===== config.mk =====
export PLATFORM = sky130hd
export DESIGN_NAME = wav_pcm16_stream_parser
export DESIGN_NICKNAME = d
export VERILOG_FILES = /design/src/rtl/wps_pkg.sv /design/src/rtl/wav_pcm16_stream_parser.sv
export VERILOG_INCLUDE_DIRS = /design/src /design/src/rtl
export SDC_FILE = /design/constraint.sdc
export NUM_CORES = 2
export LEC_CHECK = 0
export ABC_AREA = 1
export BUFFER_PORTS_ARGS = -buffer_cell sky130_fd_sc_hd__clkbuf_2
export CAP_MARGIN = 10
export CELL_PAD_IN_SITES_DETAIL_PLACEMENT = 0
export CELL_PAD_IN_SITES_GLOBAL_PLACEMENT = 2
export CORE_UTILIZATION = 35
export DETAILED_ROUTE_END_ITERATION = 10
export PLACE_DENSITY = 0.78
export RECOVER_POWER = 25
export REMOVE_ABC_BUFFERS = 1
export SYNTH_ARGS = -nofsm -noshare
export SYNTH_HDL_FRONTEND = slang
export SYNTH_SLANG_ARGS = --single-unit

===== constraint.sdc =====
create_clock -name i_clk -period 5.8 [get_ports i_clk]
set_input_delay 0.58 -clock i_clk [delete_from_list [all_inputs] [get_ports i_clk]]
set_output_delay 0.58 -clock i_clk [all_outputs]
set_load 0.01 [all_outputs]

===== src/rtl/wav_pcm16_stream_parser_macros.svh =====
// ---------------------------------------------------------------------------
// WAV PCM16 stream parser assertion macros
// Shorthand for the concurrent checks used in the parser RTL.
// ---------------------------------------------------------------------------
`ifndef WAV_PCM16_STREAM_PARSER_MACROS_SVH
`define WAV_PCM16_STREAM_PARSER_MACROS_SVH

// same-cycle implication
`define WPS_ASSERT_IMP(name, clk, rst_n, ante, cons) \
    name: assert property (@(posedge clk) disable iff (!rst_n) (ante) |-> (cons)) \
        else $error("wav parser check failed");

// next-cycle implication
`define WPS_ASSERT_NXT(name, clk, rst_n, ante, cons) \
    name: assert property (@(posedge clk) disable iff (!rst_n) (ante) |=> (cons)) \
        else $error("wav parser check failed");

`endif


===== src/rtl/wps_pkg.sv =====
// ---------------------------------------------------------------------------
// WAV PCM16 stream parser package
// Phase codes, result codes, chunk tags, register defaults and result type.
// ---------------------------------------------------------------------------
package wps_pkg;

    typedef enum logic [2:0] {
        PH_RIFF,
        PH_HDR,
        PH_FMT,
        PH_SKIP,
        PH_PCM,
        PH_DONE
    } t_phase;

    typedef enum logic [1:0] {
        CFG_MAX_CHUNKS,
        CFG_MIN_RATE,
        CFG_MAX_RATE
    } t_cfg_idx;

    localparam logic [1:0] KIND_SAMPLE = 2'd0;
    localparam logic [1:0] KIND_HEADER = 2'd1;
    localparam logic [1:0] KIND_END    = 2'd2;
    localparam logic [1:0] KIND_ERROR  = 2'd3;

    localparam logic [1:0] ERR_HDR_INVALID = 2'd0;
    localparam logic [1:0] ERR_FORMAT      = 2'd1;
    localparam logic [1:0] ERR_RATE        = 2'd2;
    localparam logic [1:0] ERR_NO_PCM      = 2'd3;

    localparam logic [31:0] TAG_RIFF = 32'h4646_4952;
    localparam logic [31:0] TAG_WAVE = 32'h4556_4157;
    localparam logic [31:0] TAG_FMT  = 32'h2074_6D66;
    localparam logic [31:0] TAG_DATA = 32'h6174_6164;

    localparam logic [15:0] FMT_PCM    = 16'd1;
    localparam logic [15:0] PCM_BITS   = 16'd16;
    localparam logic [31:0] FMT_MIN_SZ = 32'd16;

    localparam logic [7:0]  MAX_CHUNKS_RST = 8'd64;
    localparam logic [17:0] MIN_RATE_RST   = 18'd8000;
    localparam logic [17:0] MAX_RATE_RST   = 18'd96000;

    localparam int RQ_DEPTH = 4;
    localparam int RQ_AW    = $clog2(RQ_DEPTH);

    typedef struct packed {
        logic [1:0]  kind;
        logic [1:0]  code;
        logic [15:0] sample;
        logic [17:0] rate;
        logic [1:0]  chans;
        logic [31:0] size;
        logic        last;
    } t_result;

    typedef struct packed {
        logic       fail;
        logic [1:0] fail_code;
        logic       hdr_ok;
        logic       sample;
        logic       finish;
        logic       chunk_done;
        logic       to_hdr;
        logic       to_fmt;
        logic       to_skip;
        logic       to_pcm;
    } t_dec;

endpackage


===== src/rtl/wav_pcm16_stream_parser.sv =====
// ---------------------------------------------------------------------------
// WAV PCM16 stream parser
// Byte-wide RIFF/WAVE header walker with PCM16 mono mixdown.
// ---------------------------------------------------------------------------
// One file byte is taken per clock while o_stall is low. Header checks, chunk
// walking and frame assembly are done in the cycle the byte is accepted, and
// the results land in a four-entry result queue. A byte yields at most two
// results (header plus an immediate end, or a last frame plus its end); the
// queue drains one result per cycle while i_stall is low. o_stall rises when
// fewer than two queue entries are free. Configuration registers are kept
// across end markers.
`include "wav_pcm16_stream_parser_macros.svh"

module wav_pcm16_stream_parser
    import wps_pkg::*;
(
    input  logic               i_clk,
    input  logic               i_rst_n,
    input  logic               i_valid,
    output logic               o_stall,
    input  logic [7:0]         i_data_byte,
    input  logic               i_end_marker,
    output logic               o_valid,
    input  logic               i_stall,
    output logic [1:0]         o_kind,
    output logic [1:0]         o_error_code,
    output logic signed [15:0] o_left_sample,
    output logic signed [15:0] o_right_sample,
    output logic [17:0]        o_sample_rate,
    output logic [1:0]         o_channels,
    output logic [31:0]        o_data_size,
    output logic               o_last_of_run,
    input  logic               i_cfg_we,
    input  logic [1:0]         i_cfg_idx,
    input  logic [17:0]        i_cfg_data
);

    logic [7:0]  r_max_chunks;
    logic [17:0] r_min_rate;
    logic [17:0] r_max_rate;

    t_phase      r_phase, n_phase;
    logic [4:0]  r_bc, n_bc;
    logic [31:0] r_tag, n_tag;
    logic [31:0] r_len, n_len;
    logic [7:0]  r_cs, n_cs;
    logic        r_fmt_seen, n_fmt_seen;
    logic [15:0] r_afmt, n_afmt;
    logic [15:0] r_ch, n_ch;
    logic [31:0] r_rate, n_rate;
    logic [15:0] r_bits, n_bits;
    logic [31:0] r_dl, n_dl;
    logic [23:0] r_fbytes, n_fbytes;
    logic [1:0]  r_pos, n_pos;
    logic        r_played, n_played;
    logic        r_pad, n_pad;

    t_result     r_rq [RQ_DEPTH];
    logic [RQ_AW-1:0] r_wr, r_rd;
    logic [RQ_AW:0]   r_count;

    logic        acc_in, pop;
    t_dec        dec;
    t_result     res0, res1;
    logic [1:0]  n_push;

    logic [31:0] sz;
    logic [7:0]  cs_inc;
    logic        cd_fail;
    logic [2:0]  fb;
    logic        frame_full;
    logic [31:0] dl_dec;
    logic [31:0] skip_len;
    logic        skip_pad;
    logic [15:0] mix;
    logic [15:0] smp_l, smp_r;
    logic [16:0] sum;

    assign acc_in  = i_valid && !o_stall;
    assign pop     = o_valid && !i_stall;
    assign o_stall = r_count > (RQ_AW+1)'(RQ_DEPTH - 2);
    assign o_valid = r_count != '0;

    // shared values
    assign sz         = {i_data_byte, r_len[23:0]};
    assign cs_inc     = (r_cs == 8'hFF) ? r_cs : 8'(r_cs + 8'd1);
    assign cd_fail    = cs_inc >= r_max_chunks;
    assign fb         = (r_ch == 16'd1) ? 3'd2 : 3'd4;
    assign frame_full = ({1'b0, r_pos} + 3'd1) == fb;
    assign dl_dec     = r_dl - 32'd1;
    assign skip_len   = (r_len != '0) ? (r_len - 32'd1) : r_len;
    assign skip_pad   = (r_len != '0) ? r_pad : 1'b0;
    assign smp_l      = r_fbytes[15:0];
    assign smp_r      = {i_data_byte, r_fbytes[23:16]};
    assign sum        = {1'b0, smp_l ^ 16'h8000} + {1'b0, smp_r ^ 16'h8000};
    assign mix        = (fb == 3'd2) ? {i_data_byte, r_fbytes[7:0]}
                                     : (sum[16:1] ^ 16'h8000);

    // decisions for the accepted item
    always_comb begin
        dec = '0;
        if (acc_in) begin
            if (i_end_marker) begin
                if (r_phase == PH_PCM) begin
                    dec.finish = 1'b1;
                end else if (r_phase != PH_DONE) begin
                    dec.fail      = 1'b1;
                    dec.fail_code = ERR_HDR_INVALID;
                end
            end else begin
                case (r_phase)
                    PH_RIFF: begin
                        if (r_bc == 5'd11) begin
                            if (r_tag != TAG_RIFF || sz != TAG_WAVE || r_max_chunks == '0) begin
                                dec.fail = 1'b1;
                            end else begin
                                dec.to_hdr = 1'b1;
                            end
                        end
                    end
                    PH_HDR: begin
                        if (r_bc == 5'd7) begin
                            if (r_tag == TAG_FMT) begin
                                if (sz < FMT_MIN_SZ) dec.fail = 1'b1;
                                else dec.to_fmt = 1'b1;
                            end else if (r_tag == TAG_DATA) begin
                                if (!r_fmt_seen) begin
                                    dec.fail = 1'b1;
                                end else if (r_afmt != FMT_PCM || r_bits != PCM_BITS ||
                                             !(r_ch inside {16'd1, 16'd2})) begin
                                    dec.fail      = 1'b1;
                                    dec.fail_code = ERR_FORMAT;
                                end else if (r_rate < {14'd0, r_min_rate} ||
                                             r_rate > {14'd0, r_max_rate}) begin
                                    dec.fail      = 1'b1;
                                    dec.fail_code = ERR_RATE;
                                end else begin
                                    dec.hdr_ok = 1'b1;
                                    dec.to_pcm = 1'b1;
                                    dec.finish = sz < {29'd0, fb};
                                end
                            end else if (sz == '0) begin
                                dec.chunk_done = 1'b1;
                            end else begin
                                dec.to_skip = 1'b1;
                            end
                        end
                    end
                    PH_FMT: begin
                        if (r_bc == 5'd15) begin
                            if (r_len == '0 && !r_pad) dec.chunk_done = 1'b1;
                            else dec.to_skip = 1'b1;
                        end
                    end
                    PH_SKIP: begin
                        if (skip_len == '0 && !skip_pad) dec.chunk_done = 1'b1;
                    end
                    PH_PCM: begin
                        if (frame_full) begin
                            dec.sample = 1'b1;
                            dec.finish = dl_dec < {29'd0, fb};
                        end
                    end
                    default: begin
                    end
                endcase
                if (dec.chunk_done) begin
                    if (cd_fail) dec.fail = 1'b1;
                    else dec.to_hdr = 1'b1;
                end
            end
        end
    end

    // next phase
    always_comb begin
        n_phase = r_phase;
        if (acc_in) begin
            if (i_end_marker) n_phase = PH_RIFF;
            else if (dec.fail || dec.finish) n_phase = PH_DONE;
            else if (dec.to_pcm) n_phase = PH_PCM;
            else if (dec.to_fmt) n_phase = PH_FMT;
            else if (dec.to_skip) n_phase = PH_SKIP;
            else if (dec.to_hdr) n_phase = PH_HDR;
        end
    end

    // results
    always_comb begin
        t_result r_hdr, r_smp, r_err, r_fin;
        r_hdr       = '0;
        r_hdr.kind  = KIND_HEADER;
        r_hdr.rate  = r_rate[17:0];
        r_hdr.chans = r_ch[1:0];
        r_hdr.size  = sz;
        r_smp        = '0;
        r_smp.kind   = KIND_SAMPLE;
        r_smp.sample = mix;
        r_err      = '0;
        r_err.kind = KIND_ERROR;
        r_err.code = dec.fail_code;
        r_fin      = '0;
        if (dec.sample || r_played) begin
            r_fin.kind = KIND_END;
        end else begin
            r_fin.kind = KIND_ERROR;
            r_fin.code = ERR_NO_PCM;
        end
        res1   = r_fin;
        n_push = 2'd0;
        if (dec.hdr_ok) res0 = r_hdr;
        else if (dec.sample) res0 = r_smp;
        else if (dec.fail) res0 = r_err;
        else res0 = r_fin;
        if (dec.hdr_ok || dec.sample || dec.fail || dec.finish) n_push = 2'd1;
        if ((dec.hdr_ok || dec.sample) && dec.finish) n_push = 2'd2;
        res0.last = n_push == 2'd1;
        res1.last = 1'b1;
    end

    // datapath next values
    always_comb begin
        n_bc       = r_bc;
        n_tag      = r_tag;
        n_len      = r_len;
        n_cs       = r_cs;
        n_fmt_seen = r_fmt_seen;
        n_afmt     = r_afmt;
        n_ch       = r_ch;
        n_rate     = r_rate;
        n_bits     = r_bits;
        n_dl       = r_dl;
        n_fbytes   = r_fbytes;
        n_pos      = r_pos;
        n_played   = r_played;
        n_pad      = r_pad;
        if (acc_in) begin
            if (i_end_marker) begin
                n_bc       = '0;
                n_tag      = '0;
                n_len      = '0;
                n_cs       = '0;
                n_fmt_seen = 1'b0;
                n_afmt     = '0;
                n_ch       = '0;
                n_rate     = '0;
                n_bits     = '0;
                n_dl       = '0;
                n_fbytes   = '0;
                n_pos      = '0;
                n_played   = 1'b0;
                n_pad      = 1'b0;
            end else begin
                case (r_phase)
                    PH_RIFF: begin
                        if (r_bc < 5'd4) n_tag[8*r_bc[1:0] +: 8] = i_data_byte;
                        else if (r_bc >= 5'd8) n_len[8*r_bc[1:0] +: 8] = i_data_byte;
                        n_bc = 5'(r_bc + 5'd1);
                    end
                    PH_HDR: begin
                        if (r_bc == 5'd0) begin
                            n_tag = '0;
                            n_len = '0;
                        end
                        if (r_bc < 5'd4) n_tag[8*r_bc[1:0] +: 8] = i_data_byte;
                        else n_len[8*r_bc[1:0] +: 8] = i_data_byte;
                        n_bc = 5'(r_bc + 5'd1);
                        if (r_bc == 5'd7) begin
                            n_pad = sz[0];
                            if (dec.to_fmt) begin
                                n_len = sz - FMT_MIN_SZ;
                                n_bc  = '0;
                            end
                            if (dec.to_pcm) begin
                                n_dl     = sz;
                                n_pos    = '0;
                                n_fbytes = '0;
                            end
                        end
                    end
                    PH_FMT: begin
                        case (r_bc)
                            5'd0:  n_afmt = {8'd0, i_data_byte};
                            5'd1:  n_afmt[15:8] = i_data_byte;
                            5'd2:  n_ch = {8'd0, i_data_byte};
                            5'd3:  n_ch[15:8] = i_data_byte;
                            5'd4:  n_rate = {24'd0, i_data_byte};
                            5'd5:  n_rate[15:8] = i_data_byte;
                            5'd6:  n_rate[23:16] = i_data_byte;
                            5'd7:  n_rate[31:24] = i_data_byte;
                            5'd14: n_bits = {8'd0, i_data_byte};
                            5'd15: n_bits[15:8] = i_data_byte;
                            default: begin
                            end
                        endcase
                        n_bc = 5'(r_bc + 5'd1);
                        if (r_bc == 5'd15) n_fmt_seen = 1'b1;
                    end
                    PH_SKIP: begin
                        n_len = skip_len;
                        n_pad = skip_pad;
                    end
                    PH_PCM: begin
                        n_dl = dl_dec;
                        if (frame_full) begin
                            n_played = 1'b1;
                            n_pos    = '0;
                            n_fbytes = '0;
                        end else begin
                            n_fbytes[8*r_pos +: 8] = i_data_byte;
                            n_pos = 2'(r_pos + 2'd1);
                        end
                    end
                    default: begin
                    end
                endcase
                if (dec.to_hdr) n_bc = '0;
                if (dec.chunk_done) n_cs = cs_inc;
            end
        end
    end

    always_ff @(posedge i_clk) begin
        if (!i_rst_n) begin
            r_max_chunks <= MAX_CHUNKS_RST;
            r_min_rate   <= MIN_RATE_RST;
            r_max_rate   <= MAX_RATE_RST;
        end else if (i_cfg_we) begin
            case (i_cfg_idx)
                CFG_MAX_CHUNKS: r_max_chunks <= i_cfg_data[7:0];
                CFG_MIN_RATE:   r_min_rate   <= i_cfg_data;
                CFG_MAX_RATE:   r_max_rate   <= i_cfg_data;
                default: begin
                end
            endcase
        end
    end

    always_ff @(posedge i_clk) begin
        if (!i_rst_n) begin
            r_phase    <= PH_RIFF;
            r_bc       <= '0;
            r_tag      <= '0;
            r_len      <= '0;
            r_cs       <= '0;
            r_fmt_seen <= 1'b0;
            r_afmt     <= '0;
            r_ch       <= '0;
            r_rate     <= '0;
            r_bits     <= '0;
            r_dl       <= '0;
            r_fbytes   <= '0;
            r_pos      <= '0;
            r_played   <= 1'b0;
            r_pad      <= 1'b0;
        end else begin
            r_phase    <= n_phase;
            r_bc       <= n_bc;
            r_tag      <= n_tag;
            r_len      <= n_len;
            r_cs       <= n_cs;
            r_fmt_seen <= n_fmt_seen;
            r_afmt     <= n_afmt;
            r_ch       <= n_ch;
            r_rate     <= n_rate;
            r_bits     <= n_bits;
            r_dl       <= n_dl;
            r_fbytes   <= n_fbytes;
            r_pos      <= n_pos;
            r_played   <= n_played;
            r_pad      <= n_pad;
        end
    end

    // result queue
    always_ff @(posedge i_clk) begin
        if (n_push != 2'd0) r_rq[r_wr] <= res0;
        if (n_push == 2'd2) r_rq[RQ_AW'(r_wr + 1'b1)] <= res1;
    end

    always_ff @(posedge i_clk) begin
        if (!i_rst_n) begin
            r_wr    <= '0;
            r_rd    <= '0;
            r_count <= '0;
        end else begin
            r_wr    <= RQ_AW'(r_wr + n_push);
            r_rd    <= RQ_AW'(r_rd + pop);
            r_count <= (RQ_AW+1)'(r_count + n_push - pop);
        end
    end

    assign o_kind         = r_rq[r_rd].kind;
    assign o_error_code   = r_rq[r_rd].code;
    assign o_left_sample  = r_rq[r_rd].sample;
    assign o_right_sample = r_rq[r_rd].sample;
    assign o_sample_rate  = r_rq[r_rd].rate;
    assign o_channels     = r_rq[r_rd].chans;
    assign o_data_size    = r_rq[r_rd].size;
    assign o_last_of_run  = r_rq[r_rd].last;

    `WPS_ASSERT_IMP(a_rq_bound, i_clk, i_rst_n, 1'b1, r_count <= (RQ_AW+1)'(RQ_DEPTH))
    `WPS_ASSERT_NXT(a_done_silent, i_clk, i_rst_n, acc_in && r_phase == PH_DONE && !i_end_marker, r_count <= $past(r_count))
    `WPS_ASSERT_NXT(a_hdr_to_pcm, i_clk, i_rst_n, dec.hdr_ok, r_phase == PH_PCM || r_phase == PH_DONE)
    `WPS_ASSERT_NXT(a_end_restart, i_clk, i_rst_n, acc_in && i_end_marker, r_phase == PH_RIFF && r_cs == 8'd0)
    `WPS_ASSERT_IMP(a_sample_kind, i_clk, i_rst_n, o_valid && o_kind != KIND_SAMPLE, o_left_sample == 16'sd0)

endmodule

After elaboration in Yosys (flattened, before gate mapping)
Memory sizes are Yosys's and may differ from the RTL's. A register that Yosys moved wholly into a read port is not among the register bits. Index checks and enable logic that the tools add are counted. W data, S select, Z words.

Register bits after elaboration: 272. Latch bits: 0. Bits in writable memories: 292. ROM bits: 0. Bits of input ports: 34. Output and inout bits: 91. Memories kept: 1.

Memories: r_rq (words 4, width 73, read ports 1, clocked after Yosys merged registers in 1, wr ports 2, RTL line wav_pcm16_stream_parser.sv:58) `t_result r_rq [RQ_DEPTH];`.

$add $sub $neg: 15. $mul: 0. Div/mod/pow operators: 0. $lt $le $gt $ge: 9. Equal/unequal tests: 35. Shifts and indexed selects: 4. Mux-type cells: 162. Bitwise operators: 3. Reductions and logical operators: 75.

Operators by type and width (number): $mux W32 (23); $mux W73 (3); $bwmux W32 (4); $pmux W32 S2 (2); $mux W16 (7); $logic_not A32 Y1 (3); $mux W24 (4); $pmux W32 S3 (1); $pmux W8 S2 (6); $mux W3 (23); $neg A5 Y34 (2); $lt A32 B3 Y1 (2); $ne A32 B31 Y1 const B (2); $sub A32 B1 Y32 const B (2); $mux W8 (7); $mux W1 (53); $pmux W24 S2 (1); $reduce_and A3 Y1 (14); $shift A8 B34 Y24 const A (1); $shift A8 B34 Y32 const A (1); $shiftx A8 B34 Y24 (1); $shiftx A8 B34 Y32 (1); $eq A32 B30 Y1 const B (1); $eq A32 B31 Y1 const B (1); other kinds (58) (138).

Depth between registers and ports, before layout
Depth after elaboration: 29. Depth in mapped cells: 32.

Least setup slack after synthesis
No wires, ideal clock.

Path kind: reg-to-reg. Start: register r_cs[0]. End: register r_count[2]. Setup time: 128 ps. Arrival time: 3734 ps. Slack: 1938 ps. Cell stages (with the launch flop): 29. Buffers on the path: 0. Period minus slack after synthesis: 3862 ps. Cells stage by stage: dfxtp_1 ha_1 nand2_1 nor3_1 nand3_1 nand2_1 nor3_1 nor2_1 ha_1 a21oi_1 nor2_1 a211oi_1 and3_1 inv_1 nand2_1 nand3_2 nand2_1 nand2_1 nor2_1 nor2_1 inv_1 ha_1 inv_1 ha_1 inv_1 fa_1 xor2_1 inv_1 nor2_1.

Cells in the longest elaborated chain, start to end: 13. Elaborated cells between the ends (all ways): 14. Classes of those cells: 3 x add/sub; 1 x order compare; 1 x eq/ne; 7 x mux; 2 x reduce/logical.

Ends and longest elaborated chain: from (decl) (RTL line wav_pcm16_stream_parser.sv:46) `logic [7:0] r_cs, n_cs;`; from (signal assigned) (RTL line wav_pcm16_stream_parser.sv:361) `r_cs <= n_cs;`; $add A8 B1 Y8 / $eq A8 B8 Y1 (equally long branches) (RTL line wav_pcm16_stream_parser.sv:86) `assign cs_inc = (r_cs == 8'hFF) ? r_cs : 8'(r_cs + 8'd1);`; $mux W8 (*) (RTL line wav_pcm16_stream_parser.sv:86); $ge A8 B8 Y1 (*) (RTL line wav_pcm16_stream_parser.sv:87) `assign cd_fail = cs_inc >= r_max_chunks;`; $mux W1 (*) (RTL line wav_pcm16_stream_parser.sv:168) `if (cd_fail) dec.fail = 1'b1;`; $mux W1 (*) (RTL line wav_pcm16_stream_parser.sv:167) `if (dec.chunk_done) begin`; $mux W3 (*) (RTL line wav_pcm16_stream_parser.sv:103) `if (i_end_marker) begin`; $mux W11 (*) (RTL line wav_pcm16_stream_parser.sv:102) `if (acc_in) begin`; $logic_or A1 B1 Y1 (*) (2 in series) (RTL line wav_pcm16_stream_parser.sv:215) `if (dec.hdr_ok || dec.sample || dec.fail || dec.finish) n_push = 2'd1;`; $mux W1 (*) (RTL line wav_pcm16_stream_parser.sv:215); $mux W2 (*) (RTL line wav_pcm16_stream_parser.sv:216) `if ((dec.hdr_ok || dec.sample) && dec.finish) n_push = 2'd2;`; $add A3 B2 Y3 (*) (RTL line wav_pcm16_stream_parser.sv:389) `r_count <= (RQ_AW+1)'(r_count + n_push - pop);`; $sub A3 B1 Y3 (*) (RTL line wav_pcm16_stream_parser.sv:389); to (signal assigned) (RTL line wav_pcm16_stream_parser.sv:389); to (decl) (RTL line wav_pcm16_stream_parser.sv:60) `logic [RQ_AW:0] r_count;`.

Every way passes the cells marked *; elsewhere a longest branch is shown, timed or not. A chain may end at the register's enable or synchronous reset.

Worst setup path after layout
Start: register r_len[4]. End: register r_count[2].

Cells in the longest elaborated chain, start to end: 17. Elaborated cells between the ends (all ways): 48. Classes of those cells: 3 x add/sub; 2 x order compare; 1 x eq/ne; 30 x mux; 12 x reduce/logical.

Ends and longest elaborated chain: from (decl) (RTL line wav_pcm16_stream_parser.sv:45) `logic [31:0] r_len, n_len;`; from (signal assigned) (RTL line wav_pcm16_stream_parser.sv:360) `r_len <= n_len;`; $sub A32 B1 Y32 (tied with other cells) (RTL line wav_pcm16_stream_parser.sv:91) `assign skip_len = (r_len != '0) ? (r_len - 32'd1) : r_len;`; $mux W32 (tied with other cells) (RTL line wav_pcm16_stream_parser.sv:91); $logic_not A32 Y1 (tied with other cells) (RTL line wav_pcm16_stream_parser.sv:156) `if (skip_len == '0 && !skip_pad) dec.chunk_done = 1'b1;`; $logic_and A1 B1 Y1 / $mux W2 (equally long branches) (RTL line wav_pcm16_stream_parser.sv:156, wav_pcm16_stream_parser.sv:123); $mux W1 / $mux W2 (equally long branches) (RTL line wav_pcm16_stream_parser.sv:156, wav_pcm16_stream_parser.sv:122); $pmux W1 S3 (RTL line wav_pcm16_stream_parser.sv:111) `case (r_phase)`; $mux W1 (RTL line wav_pcm16_stream_parser.sv:103); $mux W1 (RTL line wav_pcm16_stream_parser.sv:102); $mux W1 (RTL line wav_pcm16_stream_parser.sv:167); $mux W3 (RTL line wav_pcm16_stream_parser.sv:103); $mux W11 (*) (RTL line wav_pcm16_stream_parser.sv:102); $logic_or A1 B1 Y1 (2 in series) (RTL line wav_pcm16_stream_parser.sv:215); $mux W1 (RTL line wav_pcm16_stream_parser.sv:215); $mux W2 (*) (RTL line wav_pcm16_stream_parser.sv:216); $add A3 B2 Y3 (*) (RTL line wav_pcm16_stream_parser.sv:389); $sub A3 B1 Y3 (*) (RTL line wav_pcm16_stream_parser.sv:389).

Every way passes the cells marked *; elsewhere a longest branch is shown, timed or not. The select of a mux whose other input is x is not followed.

==> impl_metrics.tcl <==
set metrics [dict create \
    status "finished, violations left" \
    violations "capacitance limit, slew limit" \
    postCtsSetupBuffers 0 \
    swShare_pct 38.3 \
    drt_iter0_markers 2647 \
    fin_util_pct 39.7 \
    worstMarginPinSlew_ns 4.18 \
    min_path_cells 3 \
    antenna_found_initial 2 \
    hold_buffers 0 \
    synthCells 4680 \
    grt_max_degree 97 \
    cts_buffers 71 \
    wire_per_inst_um 22.0 \
    rr_endpoint "r_count[2]" \
    antenna_left 0 \
    post-route-period-util_pct 89.8 \
    power.net_switching_mw 4.93 \
    rsz0062_at_grt "no" \
    dr.pass1.iters 5 \
    grt_pass1_wl_um 194000 \
    synthFlopType "dfxtp_1" \
    arrival_ns 5.63 \
    pwr-share-comb_pct 31.0 \
    port_buffers 124 \
    power_mw 12.9 \
    nFillCells 9574 \
    ys_seq_elements 564 \
    hpwl_um 87800 \
    setup_slack_ns 0.590 \
    end_kind "flip-flop" \
    rows 108 \
    crit_required_ns 6.22 \
    cts.repair.resized 0 \
    cts.htree.levels 3 \
    dp.cells 5738 \
    hold-path-endpoint "r_min_rate[8]" \
    final_cell_mix "nand2_1, nor2_1, dfxtp_1" \
    vias_per_cell 5.40 \
    p_int_mw 7.94 \
    syn_avg_cell_area_um2 6.65 \
    clkSinkCount 564 \
    place_ws_ns 0.764 \
    reg2reg_slack_ns 0.59 \
    place.gp.congestion 0.956 \
    p_clk_share_pct 35.7 \
    clockBufferDepth 3 \
    relSlewSlack_pct -179 \
    fin_skew_ns 0.0250 \
    synthArstFlopShare_pct 0 \
    initial_core_util_pct 35.6 \
    cts_tree "yes" \
    rr_worst_depth 30 \
    drc 0 \
    hp-class "input pin to flip-flop" \
    final_common_cell "nand2_1" \
    die_w_um 300 \
    maxSlewViolCount 328 \
    wirelength_um 129000 \
    fmax_mhz 192 \
    dieHeight_um 300 \
    core_um2 87400 \
    setup_viol 0 \
    clockRootBuffer "clkbuf_16" \
    powerDensity_nw_per_um2 371 \
    cts.clk_slew.worst_paths_ns 0.06 \
    final_cells 5864 \
    via_count 31700 \
    nNetsFinal 4776 \
    crit_path_max_fanout 33 \
    rr_startpoint "r_len[4]" \
    gr-usage-all-layers_pct 28.1 \
    period_minus_slack_ns 5.21 \
    areaGrowthSynthToFinish_pct 11.5 \
    critPathSlowestCell "dfxtp_1" \
    critPathKind "flip-flop to flip-flop" \
    grt_overflow 0 \
    power_leakage_nw 15.1 \
    hold_violations 0 \
    synth_edf_count 12 \
    hold_start "i_cfg_data[8]" \
    worstSkewPairLatency_ns 0.63 \
    die_area_um2 90100 \
    seqPwrFrac_pct 33.2 \
    grt_pass1_vias 29700 \
    ios 125 \
    critPathMostFrequentCell "nand2_1" \
    maxCapViolations 6 \
    syn_area_um2 31100 \
    drive_above_1_share_pct 6.92 \
    start_kind "flip-flop" \
    seq_area_frac_synth_pct 36.7 \
    n_antenna_cell 0 \
    cpPeakStageDelay_ns 0.67 \
    tns_ns 0 \
    synth.distinct_cells 67 \
    ir_drop_mv 0.245 \
    synth-warning-count 0 \
]
-- metrics by stage --
stage,hold slack (ns),cell area [um^2]
6_report,0.188,34700
5_1_grt,0.184,34700
4_1_cts,0.160,34800
3_5_place_dp,0.437,32400
3_3_place_gp,0.435,32400
2_1_floorplan,0.424,29800
-- cells in the mapped netlist, drive strengths merged, types with 3 or more instances --
cell type | number | area (um^2)
nand2 | 1159 | 4430
nor2 | 613 | 2370
dfxtp | 552 | 11100
nand3 | 432 | 2170
o21ai | 394 | 1980
inv | 351 | 1330
a21oi | 325 | 1640
clkbuf | 190 | 713
buf | 91 | 616
ha | 84 | 1050
o22ai | 80 | 500
xor2 | 71 | 622
nor3 | 64 | 325
nand4 | 51 | 325
o211ai | 46 | 345
a211oi | 23 | 178
nor4 | 19 | 119
or2 | 13 | 81.3
edfxtp | 12 | 360
o211a | 10 | 100
a31oi | 9 | 56.3
clkinv | 9 | 33.8
o2111ai | 9 | 78.8
a32oi | 8 | 70.1
o221ai | 8 | 76.3
o31ai | 8 | 60.1
o311ai | 5 | 43.8
o32ai | 5 | 43.8
a22oi | 4 | 30.0
o21bai | 4 | 30.0
xnor2 | 4 | 35.0
a2111oi | 3 | 26.3
a21o | 3 | 22.5
and3 | 3 | 18.8
nand3b | 3 | 22.5
-- power by group through the flow --
stage / sequential, mW / combinational (mW) / clock (mW)
after floorplan: 4.34 / 2.45 / 0
after global placement: 4.36 / 4.04 / 0
after detailed placement: 4.36 / 3.99 / 0
after CTS: 4.27 / 4.01 / 4.70
after global routing: 4.30 / 4.41 / 4.86
final: 4.28 / 3.99 / 4.60
-- critical path, delay by kind of cell (launching register included) --
kind / cells / cell delay, ns
AOI/OAI and AO/OA: 1 / 0.11
xor gates and xnor gates: 1 / 0.17
adders and majority gates: 4 / 1.09
buffers and inverters: 6 / 0.48
DFF: 1 / 0.67
and+or+nand+nor: 18 / 2.47
-- layer usage --
metal,GRT usage [%],vias to the layer above,share of wire (%)
met3,4.31,199,6.5
met4,9.27,2,3.2
met2,42.0,1056,42
met5,0,-,0.0070
met1,40.8,14900,48
li1,-,15500,-
-- worst max-delay path by stage --
stage,from,endpoint,slack (ns),cells after the start
2_1_floorplan,r_rd[0],o_left_sample[0],-0.19,3
3_3_place_gp,r_len[4],r_count[2],0.88,30
3_5_place_dp,r_len[4],r_count[2],0.76,30
4_1_cts,r_len[4],r_count[2],0.72,30
5_1_grt,r_len[4],r_count[2],0.20,30
6_report,r_len[4],r_count[2],0.59,30
-- sequential cells by signal, summed over array words and instances (netlist names), 2 cells and up --
| register | flops |
|---|---|
| r_count | 3 |
| r_afmt | 16 |
| r_tag | 32 |
| r_bc | 5 |
| r_dl | 32 |
| r_wr | 2 |
| r_bits | 16 |
| r_fbytes | 24 |
| r_ch | 16 |
| r_rate | 32 |
| r_max_rate | 18 |
| r_phase | 3 |
| r_pos | 2 |
| r_len | 32 |
| r_cs | 8 |
| r_rq | 292 |
| r_max_chunks | 8 |
| r_min_rate | 18 |
| r_rd | 2 |
-- cells by family after synthesis --
| kind of cell | count (synthesis) | synth area share [%] |
|---|---|---|
| AO/OA/AOI/OAI | 950 | 17.1 |
| XOR/XNOR | 75 | 2.11 |
| adder cells (fa/ha/maj) | 86 | 3.51 |
| buffers and inverters | 641 | 8.64 |
| flip-flops | 564 | 36.7 |
| AND/OR/NAND/NOR | 2364 | 31.9 |
-- cell type report --
class	count	area [um^2]	area share, %
well taps	1155	1450	4.17
clock inverters	22	307	0.884
inverters	360	1360	3.93
flip-flops and latches	564	11400	32.9
repair buffers	184	1010	2.90
multi-input cells	3475	17000	49.1
clock buffers	104	2100	6.06
Note: power is estimated with default switching activity, not from simulation.
